## config.mk

```make
export PLATFORM = sky130hd
export DESIGN_NAME = cfhc_ram
export DESIGN_NICKNAME = d
export VERILOG_FILES = /design/src/rtl/cfhc_ram.sv
export SDC_FILE = /design/constraint.sdc
export NUM_CORES = 2
export LEC_CHECK = 0
export BUFFER_PORTS_ARGS = -buffer_cell sky130_fd_sc_hd__buf_2
export CAP_MARGIN = 30
export CELL_PAD_IN_SITES_DETAIL_PLACEMENT = 0
export CELL_PAD_IN_SITES_GLOBAL_PLACEMENT = 1
export CORE_UTILIZATION = 45
export CTS_BUF_LIST = sky130_fd_sc_hd__clkbuf_8
export DETAILED_ROUTE_END_ITERATION = 6
export HOLD_SLACK_MARGIN = 0.08
export PLACE_DENSITY_LB_ADDON = 0.1
export SLEW_MARGIN = 10
export SYNTH_ARGS = -nofsm -noshare
export SYNTH_HDL_FRONTEND = slang
export SYNTH_SLANG_ARGS = --single-unit
```

## constraint.sdc

```tcl
create_clock -name clock -period 2.6 [get_ports clock]
set_input_delay 0.39 -clock clock [delete_from_list [all_inputs] [get_ports clock]]
set_output_delay 0.39 -clock clock [all_outputs]
set_load 0.01 [all_outputs]
```

## src/rtl/cfhc_ram.sv

```systemverilog
module cfhc_ram #(
   parameter int WIDTH = 16,
   parameter int DEPTH = 256
) (
   input  logic                     clock,
   input  logic                     wr_en,
   input  logic [$clog2(DEPTH)-1:0] wr_addr,
   input  logic [WIDTH-1:0]         wr_data,
   input  logic [$clog2(DEPTH)-1:0] rd_addr,
   output logic [WIDTH-1:0]         rd_data
);

   logic [WIDTH-1:0] mem_ff [DEPTH];
   logic [WIDTH-1:0] rd_data_ff;

   always_ff @(posedge clock) begin
      if (wr_en) begin
         mem_ff[wr_addr] <= wr_data;
      end
      rd_data_ff <= mem_ff[rd_addr];
   end

   assign rd_data = rd_data_ff;

endmodule

```

* After elaboration in Yosys (flattened, before gate mapping)
Memories as Yosys holds them, arrays and structs flattened. A register that Yosys moved wholly into a read port is not among the register bits.
Cells that the tools add are included.
** Storage, ports and cells
- Register bits :: 0
- Latch bits :: 0
- Bits in writable memories :: 4096
- Memory bits (read-only) :: 0
- Input port bits :: 34
- Output and inout port bits :: 16
- Memories :: 1
** Operators by class
- $add $sub $neg :: 0
- $mul :: 0
- Divide/modulo/power cells :: 0
- Magnitude comparators :: 0
- Equal/unequal tests :: 0
- Shifts and indexed selects :: 0
- Multiplexer cells :: 2
- Bitwise gates (word level) :: 0
- Reduce and logical (&&, ||, !) cells :: 0
** Memory list
- mem_ff :: depth 256, bits a word 16, read ports 1, clocked after Yosys merged registers in 1, write ports 1, RTL line 13 : logic [WIDTH-1:0] mem_ff [DEPTH];
** Operators with widths (count)
- 1-bit two-way mux :: 2

* Logic depth before layout (Yosys ltp)
- Word-level depth :: 2
- Depth in mapped cells :: 12
- Mapped depth without buffers :: 6

* Worst setup path after synthesis
No wires, ideal clock.
- Kind :: in2reg
- Start :: in wr_addr[3]
- End :: mem mem_ff[235][0], enable pin
- Setup time :: 388 ps
- Arrival :: 2167 ps
- Required time :: 2212 ps
- Slack :: 45 ps
- Stages :: 6
- Cell sequence :: clkbuf_1 nor2b_1 clkbuf_1 nand4_1 clkbuf_1 nor2_1
** RTL lines
- start, declared :: RTL line 7 : input logic [$clog2(DEPTH)-1:0] wr_addr,
- end, declared :: RTL line 13
No word-level cell before the write port.

==> results.txt <==
input/output buffers: 49
actual transition at the worst max-transition pin: 1027 ps
part of the total power dissipated in combinational logic: 6.1%
kind of launch point of the worst setup path: flip-flop
multi-input logic area: 33,260 um2
core footprint: 350,200 um2
global-route wire length before repair: 645,900 um
FF+latch count, synth: 4,112
power after layout: 133.1 mW
share of layout cells above drive strength 1: 32.33%
Post-Synthesis Net Count: 7,394
Synth Cell Area: 158,700 um2
overall fraction of global-route tracks in use: 25.87%
relative slew slack: 30.91%
Fmax: 0.3847 GHz
final standard cell area without fillers: 187,700 um2
critical-path maximum fanout: 1
min-delay worst type: in2reg
count of mapped cells out of synthesis: 7,360
switching share of total power: 23.35%
power density normalized to cell area: 708.9 nW/um2
Clock transition at path regs: 60 ps
clock tree from TritonCTS: done
Setup TNS Final: 0 ps
number of top-level pins: 50
switching power: 31.07 mW
total clock sinks: 4,112
P_int: 102.0 mW
WL per Instance: 33.25 um
Slowest Stage Delay on Critical Path: 620 ps
Root Buffer Master: clkbuf_8
Seq/Total Area, Yosys: 77.70%
detailed placer's ending HPWL: 289,200 um
flop2flop setup slack: 0.5 ps
startpoint of the worst setup timing path: mem_ff[24][7]$_DFFE_PP_
router iterations before antenna repair: 6
WP data required: 3690 ps
count of final max-slew check failures: 0
leftover overflow at the end of global routing: 0
net total in the final layout: 8,801
worst-path cell chain: mux4_2, mux4_2, a22o_4, o32ai_4, buf_4, nor4_1
detail-routed via count per cell: 5.932
antenna violations before repair: 33
kind of cell adding the most delay to the critical path: multiplexers
leakage dissipation: 61.80 nW
Yosys Warn Count: 0
Die Y: 595.9 um
worst flop-to-flop path startpoint: mem_ff[24][7]$_DFFE_PP_
number of cells on the worst hold path: 2
total number of cells along the worst setup path: 6
count of buffer and inverter cells on the critical path: 1
number of vias in the routed layout: 82,500
Post-Route Skew: 90.51 ps
final hold violation count: 0
crit end category: flip-flop
Synth Area per Inst: 21.56 um2
number of fillers in the final layout: 27,400
placer's final routability congestion estimate: 0.8590
unrepaired setup endpoints after global routing: true
width of the die: 595.9 um
pin count of the biggest net entering global routing: 119
crit-path most repeated cell: mux4_2
number of rows created at floorplan: 217
DRC errors left: 0
power share of the sequential group: 55.0%
relative area change from synthesis to final layout: 18.26%
# H-tree levels: 6
Unique masters post-synth: 52
Max-Cap Viols: 0
instance area after placement: 175,100 um2
starting density of the core: 45.31%
Cells after DPL: 12,650
number of nets with antenna violations after routing: 0
deepest clock path buffer count: 4
number of buffers added by the clock tree synthesis step: 679
endpoint of the lowest-slack register-to-register path: rd_data[7]$_DFF_P_
area taken by flip-flops and latches: 123,300 um2
outcome: finished, final reports clean
length in cells of the worst reg-to-reg path: 6
fin crit share: 99.98%
endpoint of the worst setup timing path: rd_data[7]$_DFF_P_
Hold WS: 187.2 ps
number of non-filler instances in the completed layout: 13,910
data arrival at the endpoint of the critical path: 3690 ps
aggregate routed wire length: 462,500 um
Setup violations, final: 0
via count of the first global-routing pass: 83,660
Initial DRC Count: 8,601
Clock Power Share: 38.8%
clock latency at the later pin of the worst-skew pair: 1230 ps
CP max-delay cell: mux4_2
Period minus WS final: 2599 ps
VDD IR max: 0.5960 mV
critical path type: reg2reg
overall die area: 355,100 um2
## metrics by stage
step / util [%] / setup WS (ps)
floorplan: - / 45.00
global placement: 49.98 / -1451
detailed placement: 49.98 / -1386
CTS: 53.57 / -62.82
global route: 53.59 / -5.412
finish: 53.59 / 0.5094
## per-layer routing
| layer | track usage [%] | part of all wire (%) | up-vias |
|---|---|---|---|
| li1 | - | - | 34310 |
| met1 | 37.62 | 43 | 44430 |
| met2 | 40.76 | 47 | 3104 |
| met3 | 4.612 | 7.2 | 638 |
| met4 | 6.400 | 2.3 | 8 |
| met5 | 0 | 0.011 | - |
## power groups by stage
stage	sequential [mW]	clock [mW]	combinational (mW)
final	73.2	51.7	8.15
after global routing	73.2	55.5	8.51
after CTS	73.2	52.8	8.20
after detailed placement	74.6	0	8.11
after global placement	74.6	0	8.02
after floorplan	74.5	0	3.60
## kinds of logic after synthesis
group | Yosys count | share of synthesized area (%)
AOI/OAI and AO/OA | 786 | 3.537
buffers and inverters | 456 | 1.693
DFF | 4112 | 77.70
muxes | 1450 | 15.50
and+or+nand+nor | 556 | 1.574
## worst min path at each step
| stage | start | slack (ps) | to |
|---|---|---|---|
| finish | wr_data[2] | 190 | mem_ff[246][2]$_DFFE_PP_ |
| global route | wr_data[2] | 160 | mem_ff[227][2]$_DFFE_PP_ |
| CTS | wr_data[2] | 90 | mem_ff[123][2]$_DFFE_PP_ |
| detailed placement | wr_data[6] | 770 | mem_ff[21][6]$_DFFE_PP_ |
| global placement | wr_data[6] | 760 | mem_ff[21][6]$_DFFE_PP_ |
| floorplan | wr_data[0] | 490 | mem_ff[0][0]$_DFFE_PP_ |
## Yosys cell counts (all sizes together)
library cell	count	share of area [%]
a22oi	43	0.20
nor3	92	0.29
nor2	304	0.72
a21oi	175	0.55
nor3b	1	0.0047
nand3b	1	0.0047
o32ai	21	0.12
nand2b	3	0.012
and2	2	0.0079
nor2b	9	0.035
and3	11	0.043
mux2i	565	3.6
a221oi	28	0.15
o21ai	38	0.12
or4b	1	0.0063
inv	4	0.0095
o31ai	16	0.076
nand4	26	0.10
a21o	2	0.0095
edfxtp	4096	77
nor4	18	0.075
mux2	88	0.62
a2111oi	6	0.033
dfxtp	16	0.20
clkbuf	230	0.54
buf	222	1.1
and4	2	0.011
nand2	38	0.090
o221ai	253	1.4
a22o	32	0.18
or3b	1	0.0055
nand4b	3	0.017
nor4bb	2	0.013
nand3	35	0.11
a31oi	6	0.024
mux4	797	11
a211oi	18	0.085
o22ai	148	0.58
or2	5	0.020
or3	2	0.0079
## cell usage in the layout, fill, tap and decap left out, drive strengths merged, types with 28 or more instances in the layout
cell type and instances:
a21oi 175, a221oi 28, clkinv 221, inv 275, mux4 797, nor3 92, edfxtp 4096, nand3 35
o221ai 253, a22oi 43, clkbuf 699, nor2 304, dlygate4sd3 30, o22ai 148, nand2 38, a22o 32
mux2 88, buf 1144, mux2i 565, o21ai 38
## what timing repair did
item | in CTS | in global routing
pin swaps | 1 | 1
buffers inserted | 0 | 0
hold endpoints to repair | 4915 | 0
gates resized for setup | 19 | 2
hold buffers | 30 | 0
endpoints found under the setup margin | 11 | 3
## state kept, by name, summed over array words and instances, names as in the netlist
signal and flops:
mem_ff 4096, rd_data 16
## final cells by class
cell class | count | area share [%]
diodes | 6 | 0.007999
clock buffers | 696 | 5.104
clock inverters | 521 | 1.371
inverters | 4 | 0.01467
multi-input cells | 2792 | 17.72
flip-flops and latches | 4112 | 65.70
well taps | 4599 | 3.066
repair buffers | 1178 | 7.017
(Power assumes the default switching activity.)
