`src/rtl/cfhc_pkg.sv`:
```
package cfhc_pkg;

   localparam int DATA_WIDTH        = 32;
   localparam int SIDE_WIDTH        = 16;
   localparam int BYTE_WIDTH        = 8;
   localparam int WORD_WIDTH        = 16;
   localparam int SHIFT_WIDTH       = 5;
   localparam int SLOT_BITS_WIDTH   = 5;
   localparam int SLOT_WIDTH        = 16;
   localparam int CSR_INDEX_WIDTH   = 3;
   localparam int TABLE_DEPTH       = 256;
   localparam int MAX_SLOT_BITS_DEF = 16;
   localparam int COUNT_WIDTH_DEF   = 24;
   localparam int MUL_SHIFT         = 5;

   localparam logic [BYTE_WIDTH-1:0] FOLD_MASK = 8'h20;

   localparam logic [DATA_WIDTH-1:0]      SEED_RESET      = '0;
   localparam logic [DATA_WIDTH-1:0]      MODULUS_RESET   = 32'd1;
   localparam logic [SLOT_BITS_WIDTH-1:0] SLOT_BITS_RESET = 5'd8;

   localparam logic [CSR_INDEX_WIDTH-1:0] CSR_SEED         = 3'd0;
   localparam logic [CSR_INDEX_WIDTH-1:0] CSR_SHIFT_FIRST  = 3'd1;
   localparam logic [CSR_INDEX_WIDTH-1:0] CSR_SHIFT_SECOND = 3'd2;
   localparam logic [CSR_INDEX_WIDTH-1:0] CSR_MIX_OFFSET   = 3'd3;
   localparam logic [CSR_INDEX_WIDTH-1:0] CSR_MODULUS      = 3'd4;
   localparam logic [CSR_INDEX_WIDTH-1:0] CSR_SLOT_BITS    = 3'd5;

   typedef enum logic [1:0] {
      OP_LOAD,
      OP_START,
      OP_CHAR,
      OP_END
   } opcode_type;

   typedef enum logic [2:0] {
      ST_CLEAR,
      ST_IDLE,
      ST_CHAR,
      ST_DIV,
      ST_MIX,
      ST_LOOK,
      ST_MARK
   } state_type;

   typedef struct packed {
      logic                  start;
      logic [DATA_WIDTH-1:0] dividend;
      logic [DATA_WIDTH-1:0] divisor;
   } div_req_type;

   typedef struct packed {
      logic                  done;
      logic [DATA_WIDTH-1:0] remainder;
   } div_rsp_type;

endpackage

```
`src/rtl/cfhc_divider.sv`:
```
module cfhc_divider import cfhc_pkg::*; (
   input  logic        clock,
   input  logic        reset,
   input  div_req_type div_req,
   output div_rsp_type div_rsp
);

   localparam int STEP_WIDTH = $clog2(DATA_WIDTH);
   localparam logic [STEP_WIDTH-1:0] LAST_STEP = STEP_WIDTH'(DATA_WIDTH - 1);

   logic                  busy_ff, busy_in;
   logic                  done_ff, done_in;
   logic [STEP_WIDTH-1:0] step_ff, step_in;
   logic [DATA_WIDTH-1:0] rem_ff, rem_in;
   logic [DATA_WIDTH-1:0] dvd_ff, dvd_in;
   logic [DATA_WIDTH-1:0] dsr_ff, dsr_in;
   logic [DATA_WIDTH:0]   trial;
   logic [DATA_WIDTH:0]   diff;

   always_comb begin
      trial   = {rem_ff, dvd_ff[DATA_WIDTH-1]};
      diff    = trial - {1'b0, dsr_ff};
      busy_in = busy_ff;
      done_in = 1'b0;
      step_in = step_ff;
      rem_in  = rem_ff;
      dvd_in  = dvd_ff;
      dsr_in  = dsr_ff;
      if (div_req.start) begin
         busy_in = 1'b1;
         step_in = '0;
         rem_in  = '0;
         dvd_in  = div_req.dividend;
         dsr_in  = div_req.divisor;
      end else if (busy_ff) begin
         rem_in  = diff[DATA_WIDTH] ? trial[DATA_WIDTH-1:0] : diff[DATA_WIDTH-1:0];
         dvd_in  = {dvd_ff[DATA_WIDTH-2:0], 1'b0};
         step_in = step_ff + 1'b1;
         if (step_ff == LAST_STEP) begin
            busy_in = 1'b0;
            done_in = 1'b1;
         end
      end
   end

   always_ff @(posedge clock) begin
      if (reset) begin
         busy_ff <= 1'b0;
         done_ff <= 1'b0;
         step_ff <= '0;
      end else begin
         busy_ff <= busy_in;
         done_ff <= done_in;
         step_ff <= step_in;
      end
      rem_ff <= rem_in;
      dvd_ff <= dvd_in;
      dsr_ff <= dsr_in;
   end

   assign div_rsp.done      = done_ff;
   assign div_rsp.remainder = rem_ff;

endmodule

```
`config.mk`:
```
export PLATFORM = sky130hd
export DESIGN_NAME = cfhc_divider
export DESIGN_NICKNAME = d
export VERILOG_FILES = /design/src/rtl/cfhc_pkg.sv /design/src/rtl/cfhc_divider.sv
export SDC_FILE = /design/constraint.sdc
export NUM_CORES = 1
export LEC_CHECK = 0
export BUFFER_PORTS_ARGS = -buffer_cell sky130_fd_sc_hd__buf_2
export CORE_MARGIN = 1.5
export CORE_UTILIZATION = 50
export CTS_CLUSTER_SIZE = 10
export DETAILED_ROUTE_END_ITERATION = 12
export PLACE_DENSITY = 0.81
export SYNTH_ARGS = -nofsm -noshare
export SYNTH_HDL_FRONTEND = slang
export SYNTH_SLANG_ARGS = --single-unit
```
`constraint.sdc`:
```
create_clock -name clock -period 3.8 [get_ports clock]
set_input_delay 0.57 -clock clock [delete_from_list [all_inputs] [get_ports clock]]
set_output_delay 0.57 -clock clock [all_outputs]
set_load 0.03 [all_outputs]
```
* Word level (Yosys, flattened, before mapping)
Index checks and enable logic that the tools add are counted.
** Word-level totals
- Output and inout port bits :: 33
- Word-level logic and storage cells :: 20
- Register bits :: 103
** Operators by class
- Eq/ne operators :: 1
- Mux-type cells :: 7
- Reductions and logical operators :: 3
- $add $sub $neg :: 2
- Bitwise operators :: 1
** Operator list (number)
- $mux W32 :: 3
- $sub A33 B32 Y33 :: 1
- $add A5 B1 Y5 const B :: 1
- $eq A5 B5 Y1 const B :: 1
- $mux W1 :: 4
- $reduce_or A3 Y1 :: 1
- $reduce_bool A2 Y1 :: 1
- $reduce_or A2 Y1 :: 1
- $not A1 Y1 :: 1

* Longest topological paths before layout
- Word-level depth :: 4
- Gate-level depth with buffers :: 13
- Gate-level depth less buffers :: 12

* Worst setup path before layout
OpenSTA, ideal clock, no wires.
- Path kind :: reg-to-reg
- Start :: register rem_ff[5]
- End :: register rem_ff[27]
- Library setup time :: 0.127 ns
- Arrival :: 2.977 ns
- Clock period less this slack :: 3.104 ns
- Required time :: 3.673 ns
- Stages on the path, launching flop included :: 11
- Setup slack :: 0.696 ns
- Buffers on the path :: 0
- Cells stage by stage :: dfxtp_1 ha_1 o21a_1 o211ai_1 a211oi_1 or3_4 a311oi_4 o21ai_4 xnor2_4 nor3_1 or3_1
** On the way
- Word-level cells in the longest chain between the ends :: 2
** Ends and longest elaborated chain
- from (decl) :: RTL line cfhc_divider.sv:14 : logic [DATA_WIDTH-1:0] rem_ff, rem_in;
- from (signal assigned) :: RTL line cfhc_divider.sv:56 : rem_ff <= rem_in;
- $sub A33 B32 Y33 :: RTL line cfhc_divider.sv:22 : diff = trial - {1'b0, dsr_ff};
- $mux W32 :: RTL line cfhc_divider.sv:36 : rem_in = diff[DATA_WIDTH] ? trial[DATA_WIDTH-1:0] : diff[DATA_WIDTH-1:0];
Every way passes these cells.
A chain may end at the register's enable or synchronous reset.

* Worst setup path after layout
- Start :: register dvd_ff[31]
- End :: register rem_ff[14]
** On the way
- Word-level cells in the longest chain between the ends :: 2
** Ends and longest elaborated chain
- from (decl) :: RTL line cfhc_divider.sv:15 : logic [DATA_WIDTH-1:0] dvd_ff, dvd_in;
- from (signal assigned) :: RTL line cfhc_divider.sv:57 : dvd_ff <= dvd_in;
- $sub A33 B32 Y33 :: RTL line cfhc_divider.sv:22
- $mux W32 :: RTL line cfhc_divider.sv:36
Every way passes these cells.

==> results list <==
- The signal on the critical path passes through inv_1 > ha_1 > fa_1 > nand2b_1 > a21o_1 > a211oi_1 > or3_4 > a311oi_4 > o21ai_4 > xnor2_4 > nand2_1 > a311oi_1.
- Number of DRC violations after detailed-routing iteration 0: 358
- Count of cell types in the netlist: 56
* Max-slew headroom: 0.613
- Of the total power, the share spent switching nets is 0.316.
- Number of instances in the synthesized netlist: approximately 600
- In the global route stage, overall resource usage came out at 0.209.
- The internal power of the cells totals approximately 2.2 mW.
* Net count, final: around 800
- The repair_antennas step left the layout with diodes totalling 0.
- Sequential share of the synthesized area: 0.453
- Cell row count: 39
- The analysis attributes to net switching a power of 0.996 mW.
- Between clock sinks in the finished design, the worst skew comes to between 0.007 and 0.008 ns.
- Number of routed nets with antenna violations: 0
- Number of buffers between clock root and the deepest sink: 2
- Average wire per standard cell: around 15 um
* TritonCTS clock tree: yes
- Register bit count reported by yosys: around 100
- Of the cells placed in the final design, the portion with a size suffix greater than 1 is 0.237.
- The number of failing hold endpoints at the final stage came to 0.
- TritonCTS created 9 clock buffers.
- In the final layout, flip-flops and latches occupy 2700 um^2.
- Post-CTS setup-driven buffer insertion count: 0
- Clock power share: 0.307
* Number of top-level pins: 100
- The clock period could shrink to between 3 and 4 ns.
- The number of antenna violations at the first check in global routing came to 0.
- The layout has slightly below 1000 filler cells.
- For this run, the detailed router's first-pass iteration total came to 7.
- Global routing finished with a remaining overflow of 0.
- The worst setup path is launched from a flop.
- On the worst path, the slowest cell contributes a delay of about 0.55 ns.
- Part of the total power dissipated in sequential elements: 0.430
- Routability-driven placement finished with a final weighted congestion of about 0.92.
* Proportion of power drawn by combinational gates: 0.263
- Setup TNS: 0 ns
* CTS HTree Levels: 3
* Wire length of the first global-routing pass: 21400 um
* Clock tree root buffer cell: sky130_fd_sc_hd__clkbuf_16
* Fraction of the cycle the final worst path needs: 0.918
- Residual DRC count: 0
- When the netlist entered floorplanning its net count stood at 700.
- Input and output buffers added on the ports amount to between 90 and 100.
- Setup repair after global routing left no endpoint under its margin.
- The final layout contains routed wiring with a total length of around 13000 um.
- After clock tree synthesis, the clock-pin slew on the worst setup and hold paths is approximately 0.08 ns.
- The design draws roughly 3.2 mW.
- The floorplan step set the die height to ~110 um.
* Clock sinks: 103
- The number of hold buffers added after CTS was 0.
* Core area: ~12000 um^2
* Post-synthesis async set-or-reset flop share: 0
- In this run the horizontal extent of the chip is about 110 um.
- The initial utilization of the core area, before any placement, comes to 0.518.
- F_max: 287 MHz
- Drt via density: about 5.6
- For this run, the number of Yosys warnings is 0.
* Number of resized instances in the post-cts repair step: 0
- After legalization and detailed placement, the total HPWL measured 9390 um.
- Run status: finished clean
- In the post-route analysis, the smallest setup slack over all paths is around 0.31 ns.
- Worst vdd rail ir drop: roughly 0.36 mV
* Category of the worst setup path capture point: flop
- On the critical path, the stage with the largest delay is an instance of sky130_fd_sc_hd__xnor2_4.
* Number of failing setup endpoints in the final timing report: 0
* Sum of buffers and inverters on the critical path: 1
* Cell Pwr Density: 457 nW/um^2
* Worst-margin pin slew: ~0.58 ns
* Vias: roughly 4700
- Data on the critical path arrives at its endpoint at 3.75 ns.
* Biggest fanout along the worst timing path: 14
* Average cell area after synthesis: 9.97 um^2
* Dominant delay contributor by cell family on the critical path: compound AO/OA/AOI/OAI gates
- Entering global routing, the biggest net connects between 40 and 50 pins.
- Leaving out fill and tap cells, the most frequent cell in the layout is sky130_fd_sc_hd__buf_2.
- Multi-input logic area: ~3000 um^2
- Summed over all cells, the static leakage comes to around 3 nW.
- Clock insertion delay at the later pin of the skew report: between 0.3 and 0.4 ns
- DIE AREA: ~13000 um^2
* Area growth, synth to finish: 15.7%
- Max Transition Viols Final: 0
- Required @ worst endpoint: around 4.1 ns
- Class of the tightest hold or removal check: in -> reg
* Startpoint-to-endpoint class of the critical path: reg -> reg
- In the synthesized netlist the dominant register cell turns out to be sky130_fd_sc_hd__edfxtp_1.
- The tool flagged a number of max-cap violations equal to 0.
- The library cells used most frequently in the layout, excluding fill and tap cells, are sky130_fd_sc_hd__buf_2 (98), sky130_fd_sc_hd__nand2_1 (72), sky130_fd_sc_hd__edfxtp_1 (64).
* Cell area after synthesis: 5960 um^2
* Count of flip-flops with a built-in enable after synthesis: between 60 and 70
- Vias in the first global route: 4554
* Pre-CTS setup slack: 0.210 ns
==> path summary, 6_finish.rpt <==
kind,startpoint,end,slack [ns],cells past startpoint
setup reg to reg,dvd_ff[31],rem_ff[14],0.31,12
hold reg to reg,rem_ff[18],rem_ff[19],0.51,2
setup / recovery,dvd_ff[31],rem_ff[14],0.31,12
hold / removal,div_req[18],dsr_ff[18],0.39,1
==> power groups by stage <==
stage / combinational [mW] / clock, mW / sequential [mW]
2_1_floorplan: 0.561 / 0 / 1.43
3_3_place_gp: 0.792 / 0 / 1.38
3_5_place_dp: 0.807 / 0 / 1.38
4_1_cts: 0.813 / 0.987 / 1.36
5_1_grt: 0.912 / 1.03 / 1.37
6_report: 0.827 / 0.968 / 1.36
==> cell families (layout without fill, tap and decap cells) <==
group                    count (synthesis)  count (layout)  share of synthesized area
AND/OR/NAND/NOR                        192             192                      0.147
multiplexers                            37              37                     0.0686
flip-flops                             103             103                      0.453
buffers and inverters                   71             163                     0.0487
XOR/XNOR                                28              29                     0.0474
AO/OA/AOI/OAI                          132             132                      0.160
adder cells (fa/ha/maj)                 35              35                     0.0747
==> synthesized netlist by cell type (12+ instances only) <==
cell | n | area (um^2)
sky130_fd_sc_hd__clkbuf_1 | 23 | 86.3
sky130_fd_sc_hd__ha_1 | 34 | 425
sky130_fd_sc_hd__a311oi_1 | 28 | 245
sky130_fd_sc_hd__mux2_2 | 31 | 349
sky130_fd_sc_hd__edfxtp_1 | 64 | 1920
sky130_fd_sc_hd__xor2_1 | 12 | 105
sky130_fd_sc_hd__o21ai_0 | 17 | 85.1
sky130_fd_sc_hd__nor2_1 | 55 | 206
sky130_fd_sc_hd__nand2_1 | 72 | 270
sky130_fd_sc_hd__xnor2_1 | 14 | 123
sky130_fd_sc_hd__nand3_1 | 16 | 80.1
sky130_fd_sc_hd__dfxtp_1 | 39 | 781
sky130_fd_sc_hd__a21oi_1 | 28 | 140
sky130_fd_sc_hd__a21o_1 | 19 | 143
sky130_fd_sc_hd__inv_1 | 41 | 154
==> metrics by stage <==
stage	utilization	cells	area [um^2]	hold WS, ns
final	0.599	834	6900	0.385
after global routing	0.599	834	6900	0.370
after global placement	0.569	817	6560	0.480
after floorplan	-	598	5960	0.467
after CTS	0.596	833	6870	0.374
after detailed placement	0.569	817	6560	0.497
==> routing by layer <==
metal / global-route usage / wire length, um / vias to the layer above
met5: 0 / 0 / -
met4: 0.0540 / 158 / 0
met3: 0.0718 / 877 / 13
met2: 0.359 / 6370 / 125
met1: 0.253 / 5520 / 2233
li1: - / - / 2340
==> registers in the layout (all words and copies together) (netlist names) <==
| signal | flops |
|---|---|
| dsr_ff | 32 |
| busy_ff | 1 |
| step_ff | 5 |
| dvd_ff | 32 |
| rem_ff | 32 |
| done_ff | 1 |
==> cell type report <==
class | count | area share
tap | 143 | 0.0259
inverter | 41 | 0.0223
sequential | 103 | 0.392
multi-input combinational | 425 | 0.434
clock buffer | 9 | 0.0327
clock inverter | 7 | 0.0127
timing repair buffer | 106 | 0.0798
==> worst register-to-register path: cells and delay by family (launching register included) <==
family	cells	cell delay, ns
AO/OA/AOI/OAI	5	1.25
AND/OR/NAND/NOR	3	0.68
XOR/XNOR	1	0.55
adder cells (fa/ha/maj)	2	0.41
flip-flops	1	0.41
buffers and inverters	1	0.10
Note: power is estimated with default switching activity, not from simulation.
